[src/rtl/core/seir_pkg.sv]
// Shared types, constants and saturation helper for the SEIR Euler step core.
package seir_pkg;

  // Population word width; fractions saturate to at most 32 bits
  localparam int POP_WIDTH = 32;
  localparam int POP_BITS  = (POP_WIDTH < 32) ? POP_WIDTH : 32;
  localparam int PROD_W    = 66;

  typedef logic signed [31:0] frac_t;
  typedef logic        [31:0] q16_t;

  localparam logic signed [PROD_W-1:0] POP_HI =
      (66'sd1 <<< (POP_BITS - 1)) - 66'sd1;
  localparam logic signed [PROD_W-1:0] POP_LO = -POP_HI - 66'sd1;

  // Sum check: 1.0 and 0.001 in Q2.30
  localparam logic signed [34:0] ONE_Q30 = 35'sd1073741824;
  localparam logic signed [34:0] TOL_Q30 = 35'sd1073741;

  // Result status codes
  typedef enum logic [2:0] {
    ST_OK         = 3'd0,
    ST_BAD_SUM    = 3'd1,
    ST_STEP_BIG   = 3'd2,
    ST_FINISHED   = 3'd3,
    ST_NOT_LOADED = 3'd4
  } status_t;

  // Item kinds
  localparam logic KIND_LOAD = 1'b0;
  localparam logic KIND_TICK = 1'b1;

  // Configuration register indexes
  localparam int CFG_IDX_W = 3;
  localparam logic [CFG_IDX_W-1:0] REG_INFECT_RATE     = 3'd0;
  localparam logic [CFG_IDX_W-1:0] REG_INCUBATION_RATE = 3'd1;
  localparam logic [CFG_IDX_W-1:0] REG_RECOVERY_RATE   = 3'd2;
  localparam logic [CFG_IDX_W-1:0] REG_TIME_STEP       = 3'd3;
  localparam logic [CFG_IDX_W-1:0] REG_END_TIME        = 3'd4;

  // Configuration reset values
  localparam q16_t RST_INFECT_RATE     = 32'd19661;
  localparam q16_t RST_INCUBATION_RATE = 32'd13107;
  localparam q16_t RST_RECOVERY_RATE   = 32'd6554;
  localparam q16_t RST_TIME_STEP       = 32'd6554;
  localparam q16_t RST_END_TIME        = 32'd6553600;

  // Step sequencer: multiplier issue slots and writeback slots
  localparam int STEP_W = 4;
  localparam logic [STEP_W-1:0] ISS_I_BETA  = 4'd0;
  localparam logic [STEP_W-1:0] ISS_E_SIGMA = 4'd1;
  localparam logic [STEP_W-1:0] ISS_I_GAMMA = 4'd2;
  localparam logic [STEP_W-1:0] ISS_T1_S    = 4'd3;
  localparam logic [STEP_W-1:0] ISS_DR      = 4'd4;
  localparam logic [STEP_W-1:0] ISS_DI      = 4'd5;
  localparam logic [STEP_W-1:0] ISS_DS      = 4'd6;
  localparam logic [STEP_W-1:0] ISS_DE      = 4'd7;
  localparam logic [STEP_W-1:0] WB_T1       = 4'd1;
  localparam logic [STEP_W-1:0] WB_SE       = 4'd2;
  localparam logic [STEP_W-1:0] WB_GI       = 4'd3;
  localparam logic [STEP_W-1:0] WB_BIS      = 4'd4;
  localparam logic [STEP_W-1:0] WB_REC      = 4'd5;
  localparam logic [STEP_W-1:0] WB_INF      = 4'd6;
  localparam logic [STEP_W-1:0] WB_SUS      = 4'd7;
  localparam logic [STEP_W-1:0] WB_EXP      = 4'd8;
  localparam logic [STEP_W-1:0] STEP_LAST   = WB_EXP;

  // Controller to datapath commands
  typedef struct packed {
    logic              accept;
    logic              calc;
    logic              emit;
    logic [STEP_W-1:0] step_idx;
  } ctl_cmd_t;

  // Datapath to controller status
  typedef struct packed {
    logic go_calc;
  } dp_stat_t;

  // Clamp a wide signed value to the population range
  function automatic frac_t sat_pop(input logic signed [PROD_W-1:0] v);
    frac_t r;
    if (v > POP_HI) begin
      r = POP_HI[31:0];
    end else if (v < POP_LO) begin
      r = POP_LO[31:0];
    end else begin
      r = v[31:0];
    end
    return r;
  endfunction

endpackage

[src/rtl/core/seir_ctrl.sv]
// Controller: item acceptance, step sequencer and result handoff.
module seir_ctrl import seir_pkg::*; (
  input  logic     clk,
  input  logic     rst,
  input  logic     in_valid,
  output logic     in_ready,
  input  logic     out_ready,
  output logic     out_valid,
  input  dp_stat_t stat,
  output ctl_cmd_t cmd
);

  typedef enum logic [2:0] {
    C_IDLE = 3'b001,
    C_CALC = 3'b010,
    C_EMIT = 3'b100
  } ctl_state_t;

  ctl_state_t state, state_next;
  logic [STEP_W-1:0] step_idx, step_idx_next;
  logic slot_free;

  always_comb begin
    slot_free    = !out_valid || out_ready;
    in_ready     = (state == C_IDLE);
    cmd.accept   = (state == C_IDLE) && in_valid;
    cmd.calc     = (state == C_CALC);
    cmd.emit     = (state == C_EMIT) && slot_free;
    cmd.step_idx = step_idx;
  end

  // Next state
  always_comb begin
    state_next    = state;
    step_idx_next = step_idx;
    unique case (state)
      C_IDLE: begin
        step_idx_next = '0;
        if (in_valid) begin
          state_next = stat.go_calc ? C_CALC : C_EMIT;
        end
      end
      C_CALC: begin
        step_idx_next = step_idx + 1'b1;
        if (step_idx == STEP_LAST) begin
          state_next = C_EMIT;
        end
      end
      C_EMIT: begin
        if (slot_free) begin
          state_next = C_IDLE;
        end
      end
      default: state_next = C_IDLE;
    endcase
  end

  always_ff @(posedge clk) begin
    if (rst) begin
      state     <= C_IDLE;
      step_idx  <= '0;
      out_valid <= 1'b0;
    end else begin
      state    <= state_next;
      step_idx <= step_idx_next;
      if (cmd.emit) begin
        out_valid <= 1'b1;
      end else if (out_ready) begin
        out_valid <= 1'b0;
      end
    end
  end

endmodule

[config.mk]
export PLATFORM = sky130hd
export DESIGN_NAME = seir_ctrl
export DESIGN_NICKNAME = d
export VERILOG_FILES = /design/src/rtl/core/seir_pkg.sv /design/src/rtl/core/seir_ctrl.sv
export SDC_FILE = /design/constraint.sdc
export NUM_CORES = 1
export LEC_CHECK = 0
export ABC_AREA = 1
export BUFFER_PORTS_ARGS = -buffer_cell sky130_fd_sc_hd__buf_4
export CAP_MARGIN = 10
export CORE_AREA = 4 4 41 43
export DETAILED_ROUTE_END_ITERATION = 12
export DIE_AREA = 0 0 45 47
export PLACE_DENSITY = 0.57
export REMOVE_ABC_BUFFERS = 1
export SLEW_MARGIN = 10
export SYNTH_ARGS = -nofsm -noshare
export SYNTH_HDL_FRONTEND = slang
export SYNTH_SLANG_ARGS = --single-unit
[constraint.sdc]
create_clock -name clk -period 1.7 [get_ports clk]
set_input_delay 0.34 -clock clk [delete_from_list [all_inputs] [get_ports clk]]
set_output_delay 0.34 -clock clk [all_outputs]
set_load 0.01 [all_outputs]
After elaboration in Yosys (flattened, before gate mapping). Index checks and enable logic that the tools add are counted.

Bits in registers: 8. Input bits: 5.

Add/sub/neg operators: 1. Reduce and logical (&&, ||, !) cells: 7. Multiplexer cells: 8. Eq/ne operators: 7.

Operators with widths (number): 3-bit two-way mux (4); 3-bit case mux with 3 select lines (1); 4-bit case mux with 2 select lines (1); 4-bit by 1-bit adder with 4-bit output (second input constant) (1); 4-bit == test (second input constant) (1); 2-bit != test (second input constant) (2); 2-bit nonzero test (2); 3-bit by 1-bit == test with 1-bit output (second input constant) (1); 3-bit by 2-bit == test with 1-bit output (second input constant) (1); 3-bit == test (second input constant) (1); 3-bit AND reduction (1); 1-bit logical AND (2); 1-bit two-way mux (2); 2-bit by 1-bit != test with 1-bit output (second input constant) (1); 1-bit zero test (1); 1-bit logical OR (1).

Longest topological paths before layout. Gate-level depths: netlist (run 1).

Depth after elaboration: 4. Mapped depth: 8. Gate-level depth less buffers: 8.

Worst setup path after synthesis (run 1). OpenSTA, ideal clock, no wires.

Path type: reg2reg. Start point: reg step_idx[0]. End point: reg state[2]. Cell stages (with the launch flop): 9. Clock period less this slack: 1.130 ns. Path buffers: 0. Setup time: 0.115 ns. Arrival time: 1.015 ns. Slack: 0.570 ns. Path through: dfxtp_1 > inv_1 > ha_1 > nand3_1 > inv_1 > nor2_1 > nor2_1 > nor2_1 > nor2_1.

Word-level cells in the longest chain between the ends: 3.

Ends and longest elaborated chain: start: declaration (RTL line seir_ctrl.sv:20) `logic [STEP_W-1:0] step_idx, step_idx_next;`; start signal: assignment (RTL line seir_ctrl.sv:65) `step_idx <= step_idx_next;`; 4-bit == test (RTL line seir_ctrl.sv:45) `if (step_idx == STEP_LAST) begin`; 2-bit by 1-bit != test with 1-bit output (no line); 3-bit AND reduction (no line); end signal: assignment (RTL line seir_ctrl.sv:64) `state <= state_next;`; end: declaration (RTL line seir_ctrl.sv:19) `ctl_state_t state, state_next;`.

Every way passes these cells. A chain may end at the register's enable or synchronous reset.

==> summary.md, run 1 <==
| Metric | Value |
|---|---|
| Setup Skew | ~0.0046 ns |
| I/O Buffers | 13 |
| Reg2reg setup slack | 0.54 ns |
| CP bufs+invs | 1 |
| Post-CTS sizing | 0 |
| Seq pwr share | 0.355 |
| IO Pins | 14 |
| Vias per std cell | between 4 and 5 |
| Share of cells above drive strength 1 | 0.247 |
| Net load switching power | between 0.3 and 0.4 mW |
| Synth Instances | a little under 70 |
| Post-CTS setup buffer count | 0 |
| Peak fanout along the critical path | 5 |
| Slew @ Worst Pin | approximately 0.20 ns |
| Initial antenna violation count | 0 |
| Crit path max-delay family | simple AND/OR/NAND/NOR gates |
| Depth of the CTS H-tree | 1 |
| Fmax | about 0.68 GHz |
| Setup repair after global routing missed its margin | no |
| Die area | 2120 sq um |
| Clk sinks | 8 |
| 1st-pass router iterations | 4 |
| CP required | approximately 1.4 ns |
| Drt total wl | roughly 940 microns |
| Slowest stage delay, CP | around 0.35 ns |
| Initial Util | 0.348 |
| Largest net degree at the start of global routing | 7 |
| Final hold violations | 0 |
| Area Overhead vs Synth | 30.7% |
| Mean Syn Cell Area | roughly 6.6 sq um |
| Clk root buf | clkbuf_4 |
| Pins Over Slew Limit | 0 |
| Post-synthesis register bit count | 8 |
| Slowest-stage cell, CP | dfxtp_1 |
| Most frequent cells in the layout | inv_1, buf_4, nor2_1, nand2_1 |
| Pint | roughly 0.46 mW |
| Drt drc | 0 |
| Post-Route Setup TNS | 0 ns |
| Final GP Congestion | about 0.69 |
| Rel. slew slack | 0.864 |
| Placed insts | 97 |
| Minimum clock period | 1.46 ns |
| Setup CP Type | reg2out |
| Sequential cell area | 160 sq um |
| Hold_buf cts | 0 |
| Critical Path Stages | 4 |
| Vias in the first global route | between 400 and 500 |
| Die Wd | approximately 45 microns |
| Hold Path Class | in2reg |
| DPL Wire Length | approximately 740 microns |
| Worst IR Drop VDD | between 0.0005 and 0.0006 V |
| Total track usage | 0.109 |
| Row count | 13 |
| Clk Latency, worst-skew pair | 0.25 ns |
| Antenna viol nets, final | 0 |
| Core box area | about 1300 sq um |
| Worst reg2reg path depth | 8 |
| Clk slew on worst S/H paths | 0.06 ns |
| First-pass GRT wire length | between 1500 and 2000 microns |
| Sequential area share after synthesis | 0.354 |
| Synth cell types | 15 |
| Worst Setup End Kind | output pin |
| Status | complete, no violations |
| YS warnings | 0 |
| Fill cells | between 100 and 150 |
| # setup viols final | 0 |
| Crit path to | cmd[6] |
| WL/cell | 9.36 microns |
| Vias post-DR | 445 |
| Switching part of the total | 0.413 |
| Startpoint type of the worst setup path | flip-flop |
| Finished Layout Cells | 100 |
| Synthesized area | 453 sq um |
| R2R Path End | state[2]$_SDFFE_PP0P_ |
| Static leakage | about 0.34 nW |
| Comb power frac | 0.456 |
| Worst r2r src | step_idx[0]$_SDFFE_PP0P_ |
| CTS tree | done |
| CTS Buf Count | 3 |
| Max-cap violations | 0 |
| PwrDens | about 1300 nW/um^2 |
| Die Y | 47 microns |
| Origin of the worst setup path | state[2]$_SDFFE_PP0P_ |
| Tcrit/Tclk final | 0.859 |
| WP data arrival | around 1.1 ns |
| Area of the multi-input gates | 236 sq um |
| Violation count after the first detailed-route iteration | 10 |
| Bufs on Longest Clock Path | 2 |
| Ant diodes | 0 |
| Grt ovf | 0 |
| Crit-path cells | nor2_2 > nand2_1 > nor2_1 > buf_4 |
| Clock power frac | 0.190 |
| Nets | 94 |
power by group through the flow:
stage          logic, mW  registers, mW  clock network [mW]
3_5_place_dp       0.355          0.280                   0
5_1_grt            0.402          0.287               0.157
3_3_place_gp       0.361          0.278                   0
2_1_floorplan      0.242          0.276                   0
6_report           0.355          0.276               0.148
4_1_cts            0.358          0.276               0.155
logic make-up after synthesis:
family | Yosys count | synth area share
flops | 8 | 0.354
compound gates | 7 | 0.0829
fa+ha+maj | 2 | 0.0552
buf+inv | 15 | 0.124
simple gates | 37 | 0.384
routing by layer:
metal,up-vias,GRT usage,part of all wire
met5,-,0,0
met3,2,0.0230,0.047
met1,185,0.128,0.49
met4,0,0.105,0.014
met2,12,0.161,0.45
li1,246,-,-
synthesized netlist by cell type:
library cell / n / share of area
nand2_2: 1 / 0.014
dfxtp_1: 8 / 0.35
nor3_1: 1 / 0.011
a21oi_1: 3 / 0.033
nand4_1: 1 / 0.014
o21bai_1: 1 / 0.017
o21ai_0: 3 / 0.033
nand3b_4: 1 / 0.044
ha_1: 2 / 0.055
inv_1: 13 / 0.11
nand3_1: 8 / 0.088
nand2_1: 12 / 0.099
inv_2: 2 / 0.017
nor2_2: 1 / 0.014
nor2_1: 12 / 0.099
state kept, by name (all words and copies together), names as in the netlist:
register   flops
step_idx       4
out_valid      1
state          3
worst min path at each step:
stage | cells after the start | start | to
after global placement | 2 | step_idx[3]$_SDFFE_PP0P_ | step_idx[3]$_SDFFE_PP0P_
after CTS | 2 | rst | step_idx[1]$_SDFFE_PP0P_
after global routing | 2 | rst | step_idx[1]$_SDFFE_PP0P_
after floorplan | 1 | rst | step_idx[1]$_SDFFE_PP0P_
final | 2 | rst | step_idx[1]$_SDFFE_PP0P_
after detailed placement | 2 | step_idx[3]$_SDFFE_PP0P_ | step_idx[3]$_SDFFE_PP0P_
through the flow:
step / power (mW) / utilization / setup WS (ns) / instance area [sq um] / hold slack (ns)
floorplan: 0.517 / - / 0.570 / 453 / 0.409
global placement: 0.639 / 0.438 / 0.503 / 569 / 0.491
detailed placement: 0.635 / 0.438 / 0.494 / 569 / 0.492
CTS: 0.789 / 0.455 / 0.227 / 592 / 0.267
global route: 0.847 / 0.455 / 0.124 / 592 / 0.281
finish: 0.778 / 0.455 / 0.239 / 592 / 0.274
cell type report:
class | instances | share of cell area
Timing Repair Buffer | 13 | 0.165
Tap cell | 15 | 0.0317
Inverter | 15 | 0.0951
Clock buffer | 3 | 0.0381
Sequential cell | 8 | 0.271
Multi-Input combinational cell | 46 | 0.400
Power figures use the tool's default switching activity.
==> run 2, diff against run 1 <==
==> constraint.sdc (replaced) <==
create_clock -name clk -period 1.4 [get_ports clk]
set_input_delay 0.28 -clock clk [delete_from_list [all_inputs] [get_ports clk]]
set_output_delay 0.28 -clock clk [all_outputs]
set_load 0.01 [all_outputs]
==> run 2 against run 1 <==
Setup slack worse by 0.18 ns. Worst hold slack got worse by 0.061 ns. Sequential cell count unchanged. Clock power rose by 22%. Combinational power grew 29%. Critical path depth did not move. Power is 28% higher. Global-route usage decreased by 0.40 points. Routed wire length is 4.1% higher. Die area is the same. Sequential share of layout area fell by 0.33 points. Cell count grew 1.0%.
==> summary.md, run 2 (synthesis results as in run 1) <==
| Metric | Value |
|---|---|
| Status | complete, no violations |
| Vias post-DR | 467 (+4.9%) |
| Rel. slew slack | 0.889 (+0.0254) |
| 1st-pass router iterations | 4 (unchanged) |
| Hold Crit Start | rst |
| R2R Path End | state[2]$_SDFFE_PP0P_ |
| Setup CP Type | reg2out |
| Area Overhead vs Synth | 35.4% |
| CTS Buf Count | 3 (unchanged) |
| Clk root buf | clkbuf_4 |
| Worst reg2reg path depth | 8 (unchanged) |
| Hold Path Class | in2reg |
| PwrDens | 1620 nW/um^2 (+24%) |
| Nets | 95 (+1.1%) |
| Final Util | 0.471 (+0.0163) |
| Pins Over Slew Limit | 0 (unchanged) |
| Ant diodes | 0 (unchanged) |
| Die area | 2120 sq um (unchanged) |
| I/O Buffers | 13 (unchanged) |
| Setup Skew | 0.00309 ns (-0.00149 ns) |
| Biggest regs | step_idx (4), state (3), out_valid (1) |
| # setup viols final | 0 (unchanged) |
| Hold worst-path end | out_valid$_SDFFE_PP0P_ |
| Hold_buf cts | 0 (unchanged) |
| Reg2reg setup slack | 0.26 ns (-0.28 ns) |
| WP data arrival | 1.06 ns (-0.06 ns) |
| Worst IR Drop VDD | 0.000682 V (+21%) |
| Area of the multi-input gates | 246 sq um (+4.2%) |
| DPL Wire Length | 768 microns (+3.6%) |
| Share of cells above drive strength 1 | 0.326 (+0.0785) |
| Initial Util | 0.348 (unchanged) |
| Clk slew on worst S/H paths | 0.06 ns (about the same) |
| Setup repair after global routing missed its margin | no |
| Bufs on Longest Clock Path | 2 (unchanged) |
| Fmax | 0.749 GHz |
| Sequential cell area | 164 sq um (+2.3%) |
| First-pass GRT wire length | 1590 microns (+0.38%) |
| Die Wd | 45 microns (unchanged) |
| Hold path depth | 2 (unchanged) |
| CTS tree | done |
| Slowest-stage cell, CP | dfxtp_2 |
| Clk Latency, worst-skew pair | 0.26 ns (about the same) |
| Final hold violations | 0 (unchanged) |
| Most frequent cells in the layout | buf_4, inv_1, nor2_1, nand2_1, nand3_1 |
| Static leakage | 0.347 nW (+1.4%) |
| Worst Setup End Kind | output pin |
| Violation count after the first detailed-route iteration | 16 (+6) |
| Core box area | 1300 sq um (unchanged) |
| Top reg by flops | step_idx |
| Clk sinks | 8 (unchanged) |
| Minimum clock period | 1.34 ns |
| Slowest stage delay, CP | 0.35 ns (about the same) |
| IO Pins | 14 (unchanged) |
| WL/cell | 9.64 microns (+3.0%) |
| Final GP Congestion | 0.757 (+10%) |
| Row count | 13 (unchanged) |
| Vias in the first global route | 414 (-3.9%) |
| Startpoint type of the worst setup path | flip-flop |
| Post-Route Setup TNS | 0 ns (unchanged) |
| Die Y | 47 microns (unchanged) |
| Total track usage | 0.105 (-0.00396) |
| CP required | 1.12 ns (-0.24 ns) |
| Grt ovf | 0 (unchanged) |
| Vias per std cell | 4.62 (+3.9%) |
| Depth of the CTS H-tree | 1 (unchanged) |
| Fill cells | 137 (-2.8%) |
| Slew @ Worst Pin | 0.165 ns (-0.0391 ns) |
| Max-cap violations | 0 (unchanged) |
| Largest net degree at the start of global routing | 7 (unchanged) |
| Drt total wl | 974 microns (+4.1%) |
| Drt drc | 0 (unchanged) |
| Worst r2r src | step_idx[1]$_SDFFE_PP0P_ |
| Largest register FFs | 4 (unchanged) |
| Antenna viol nets, final | 0 (unchanged) |
| Peak fanout along the critical path | 3 (-2) |
| Crit-path cells | nor2_2 > nand2_1 > nor2_1 > buf_4 |
| Initial antenna violation count | 0 (unchanged) |
| Commonest non-fill, non-tap cell in the layout | buf_4 |
| Tcrit/Tclk final | 0.954 |
==> run 2: layout make-up <==
class	instances	share of cell area
multi-input combinational	46	0.402
inverter	15	0.0918
sequential	8	0.267
tap	15	0.0306
timing repair buffer	14	0.171
clock buffer	3	0.0367
==> run 2: report_power, final <==
part / internal, mW / switching, mW / leakage (nW)
clock: 0.0983 / 0.0818 / 0.0138
combinational: 0.201 / 0.258 / 0.268
sequential: 0.283 / 0.0734 / 0.0656
==> run 2: worst max-delay path by stage <==
stage                     cells after the start                     start               endpoint  slack (ns)
final                                         4     state[1]$_SDFFE_PP0P_                 cmd[4]        0.06
after CTS                                     4     state[1]$_SDFFE_PP0P_                 cmd[6]       0.003
after global placement                        4     state[2]$_SDFFE_PP0P_                 cmd[6]        0.26
after global routing                          4     state[1]$_SDFFE_PP0P_                 cmd[6]       0.005
after floorplan                               8  step_idx[0]$_SDFFE_PP0P_  state[2]$_SDFFE_PP0P_        0.27
after detailed placement                      4     state[2]$_SDFFE_PP0P_                 cmd[6]        0.26
==> run 2: what timing repair did <==
item | CTS | global route
setup buffers | 0 | 0
endpoints found under the setup margin | 1 | 4
gates cloned | 0 | 0
resized for setup | 2 | 5
pin swaps | 1 | 0
==> run 2: stage by stage <==
stage                     power [mW]  worst slack [ns]  cell area (sq um)  instances  hold WS [ns]
after floorplan                0.628             0.270                453         69         0.349
after global placement         0.784             0.264                577         98         0.479
after detailed placement       0.781             0.255                577         98         0.480
after CTS                      0.976           0.00291                603        101         0.214
after global routing            1.07           0.00496                613        101         0.217
final                          0.996            0.0640                613        101         0.213
==> run 2: worst max-delay path: cells and delay by family, from the launching register on <==
family | cells | cell delay, ns
simple gates | 3 | 0.31
flops | 1 | 0.35
buf+inv | 1 | 0.14
==> run 2: per-layer routing <==
metal / GRT usage / vias to the layer above / share of wire
met4: 0.0702 / 0 / 0.023
met5: 0 / - / 0
met1: 0.135 / 198 / 0.47
met3: 0.0230 / 4 / 0.077
li1: - / 249 / -
met2: 0.155 / 16 / 0.43
==> run 3, diff against run 2 <==
--- a/config.mk
+++ b/config.mk
@@ -11,7 +11,6 @@
 export CORE_AREA = 4 4 41 43
 export DETAILED_ROUTE_END_ITERATION = 12
 export DIE_AREA = 0 0 45 47
-export PLACE_DENSITY = 0.57
 export REMOVE_ABC_BUFFERS = 1
 export SLEW_MARGIN = 10
 export SYNTH_ARGS = -nofsm -noshare
==> constraint.sdc (replaced) <==
create_clock -name clk -period 1.6 [get_ports clk]
set_input_delay 0.32 -clock clk [delete_from_list [all_inputs] [get_ports clk]]
set_output_delay 0.32 -clock clk [all_outputs]
set_load 0.01 [all_outputs]
==> run 3 against run 2 <==
Global-route usage is 0.24 points lower. First-iteration DRC count down 81%. Via count is 1.9% lower. Largest cell class unchanged. Utilization down 1.6 points. Cell area down 3.5%.
==> summary.md, run 3 (synthesis results as in run 1) <==
| Metric | Value |
|---|---|
| Status | complete, no violations |
| Hold Crit Start | rst |
| Switching part of the total | 0.417 (+0.00240) |
| Area of the multi-input gates | 236 sq um (-4.1%) |
| Worst IR Drop VDD | 0.000687 V (+0.74%) |
| Setup CP Type | reg2out |
| Max-cap violations | 0 (unchanged) |
| WL met2 | 419 microns (-0.95%) |
| Die area | 2120 sq um (unchanged) |
| Worst reg2reg path depth | 8 (unchanged) |
| Fmax | a little under 0.7 GHz |
| Clk Latency, worst-skew pair | 0.25 ns (about the same) |
| Vias post-DR | 458 (-1.9%) |
| Met3 wire length | 78 microns (+4.0%) |
| Setup repair after global routing missed its margin | no |
| Biggest regs | step_idx (4), state (3), out_valid (1) |
| Depth of the CTS H-tree | 1 (unchanged) |
| Highest routed layer | met4 |
| Largest net degree at the start of global routing | 7 (unchanged) |
| Share of cells above drive strength 1 | 0.247 (-0.0785) |
| Pins Over Slew Limit | 0 (unchanged) |
| # setup viols final | 0 (unchanged) |
| Antenna viol nets, final | 0 (unchanged) |
| Origin of the worst setup path | state[2]$_SDFFE_PP0P_ |
| Area Overhead vs Synth | 30.7% |
| CP required | 1.28 ns (+0.16 ns) |
| CTS tree | done |
| Bufs on Longest Clock Path | 2 (unchanged) |
| Clk root buf | clkbuf_4 |
| First-pass GRT wire length | 1500 microns (-5.6%) |
| Clock power frac | 0.190 (+0.009) |
| Row count | 13 (unchanged) |
| Drt total wl | 990 microns (+1.6%) |
| Metal-1 WL | 481 microns (+6.2%) |
| Minimum clock period | ~1.5 ns |
| DPL Wire Length | 748 microns (-2.6%) |
| Core box area | 1300 sq um (unchanged) |
| Hold path depth | 2 (unchanged) |
| Comb power frac | 0.456 (-0.005) |
| Drt drc | 0 (unchanged) |
| Slew @ Worst Pin | 0.209 ns (+0.0440 ns) |
| Pint | 0.486 mW (-17%) |
| 1st-pass router iterations | 4 (unchanged) |
| Dpl cell area | 569 sq um (-1.3%) |
| PwrDens | 1410 nW/um^2 (-13%) |
| Worst r2r src | step_idx[0]$_SDFFE_PP0P_ |
| Peak fanout along the critical path | 5 (+2) |
| I/O Buffers | 13 (unchanged) |
| Final hold violations | 0 (unchanged) |
| Most frequent cells in the layout | inv_1, buf_4, nor2_1, nand2_1 |
| Total track usage | 0.102 (-0.00238) |
| WL/cell | 9.90 microns (+2.7%) |
| Largest register FFs | 4 (unchanged) |
| Startpoint type of the worst setup path | flip-flop |
| Reg2reg setup slack | 0.40 ns (+0.14 ns) |
| Post-CTS sizing | 0 (-2) |
| Post-Route Setup TNS | 0 ns (unchanged) |
| R2R Path End | state[2]$_SDFFE_PP0P_ |
| Worst Setup End Kind | output pin |
| Clk sinks | 8 (unchanged) |
| CTS Buf Count | 3 (unchanged) |
| Initial antenna violation count | 0 (unchanged) |
| Rel. slew slack | 0.860 (-0.0287) |
| Setup Skew | 0.00159 ns (-0.00150 ns) |
| IO Pins | 14 (unchanged) |
| Initial Util | 0.348 (unchanged) |
| Violation count after the first detailed-route iteration | 3 (-13) |
| Grt ovf | 0 (unchanged) |
| WP data arrival | 1.13 ns (+0.07 ns) |
| Nets | 94 (-1.1%) |
| Ant diodes | 0 (unchanged) |
| Hold Path Class | in2reg |
| Die Wd | 45 microns (unchanged) |
| Fill cells | 150 (+9.5%) |
| Vias in the first global route | 390 (-5.8%) |
| Net load switching power | 0.348 mW (-16%) |
| Post-route cell area | 592 sq um (-3.5%) |
| Hold worst-path end | step_idx[1]$_SDFFE_PP0P_ |
| Vias per std cell | 4.58 (-0.95%) |
| Seq pwr share | 0.353 (-0.005) |
| Clk slew on worst S/H paths | 0.06 ns (about the same) |
| Final GP Congestion | 0.739 (-2.4%) |
| Die Y | 47 microns (unchanged) |
| Top reg by flops | step_idx |
| Hold_buf cts | 0 (unchanged) |
| Static leakage | 0.342 nW (-1.4%) |
| Sequential cell area | 160 sq um (-2.3%) |
| Tcrit/Tclk final | 0.909 |
| Post-CTS setup buffer count | 0 (unchanged) |
[run 3: cell count changes in the layout (fill, tap and decap cells not counted), sizes merged]
cell | previous run | this run
buf | 14 | 13
[run 3: through the flow]
step | total power, mW | util | hold slack (ns) | setup WS, ns | instances
after global placement | 0.678 | 0.438 | 0.488 | 0.420 | 97
after detailed placement | 0.677 | 0.438 | 0.496 | 0.416 | 97
after floorplan | 0.550 | - | 0.389 | 0.470 | 69
after CTS | 0.842 | 0.455 | 0.251 | 0.130 | 100
after global routing | 0.890 | 0.455 | 0.262 | 0.0638 | 100
final | 0.834 | 0.455 | 0.256 | 0.145 | 100
[run 3: critical path, cell delays in order, from the launching register on]
cell and delay (ns):
dfxtp_1 0.35, nor2_2 0.18, nand2_1 0.13, nor2_1 0.10, buf_4 0.12
[run 3: worst max-delay path by stage]
stage / endpoint / slack (ns) / cells after the start
global placement: cmd[6] / 0.42 / 4
detailed placement: cmd[6] / 0.42 / 4
CTS: cmd[6] / 0.13 / 4
global route: cmd[6] / 0.06 / 4
floorplan: state[2]$_SDFFE_PP0P_ / 0.47 / 8
finish: cmd[6] / 0.15 / 4
[run 3: final cells by class]
cell class              count  area share
multi-input cells          46       0.400
flip-flops and latches      8       0.271
clock buffers               3      0.0381
repair buffers             13       0.165
inverters                  15      0.0951
well taps                  15      0.0317
[run 3: layer usage]
metal | vias up | track usage
li1 | 246 | -
met1 | 194 | 0.126
met2 | 16 | 0.141
met3 | 2 | 0.0345
met4 | 0 | 0.0877
met5 | - | 0
[run 3: power by group through the flow]
stage | Combinational, mW | Sequential [mW] | Clock (mW)
after floorplan | 0.257 | 0.293 | 0
after global placement | 0.381 | 0.298 | 0
after detailed placement | 0.379 | 0.299 | 0
after CTS | 0.383 | 0.294 | 0.166
after global routing | 0.415 | 0.300 | 0.175
final | 0.380 | 0.294 | 0.159
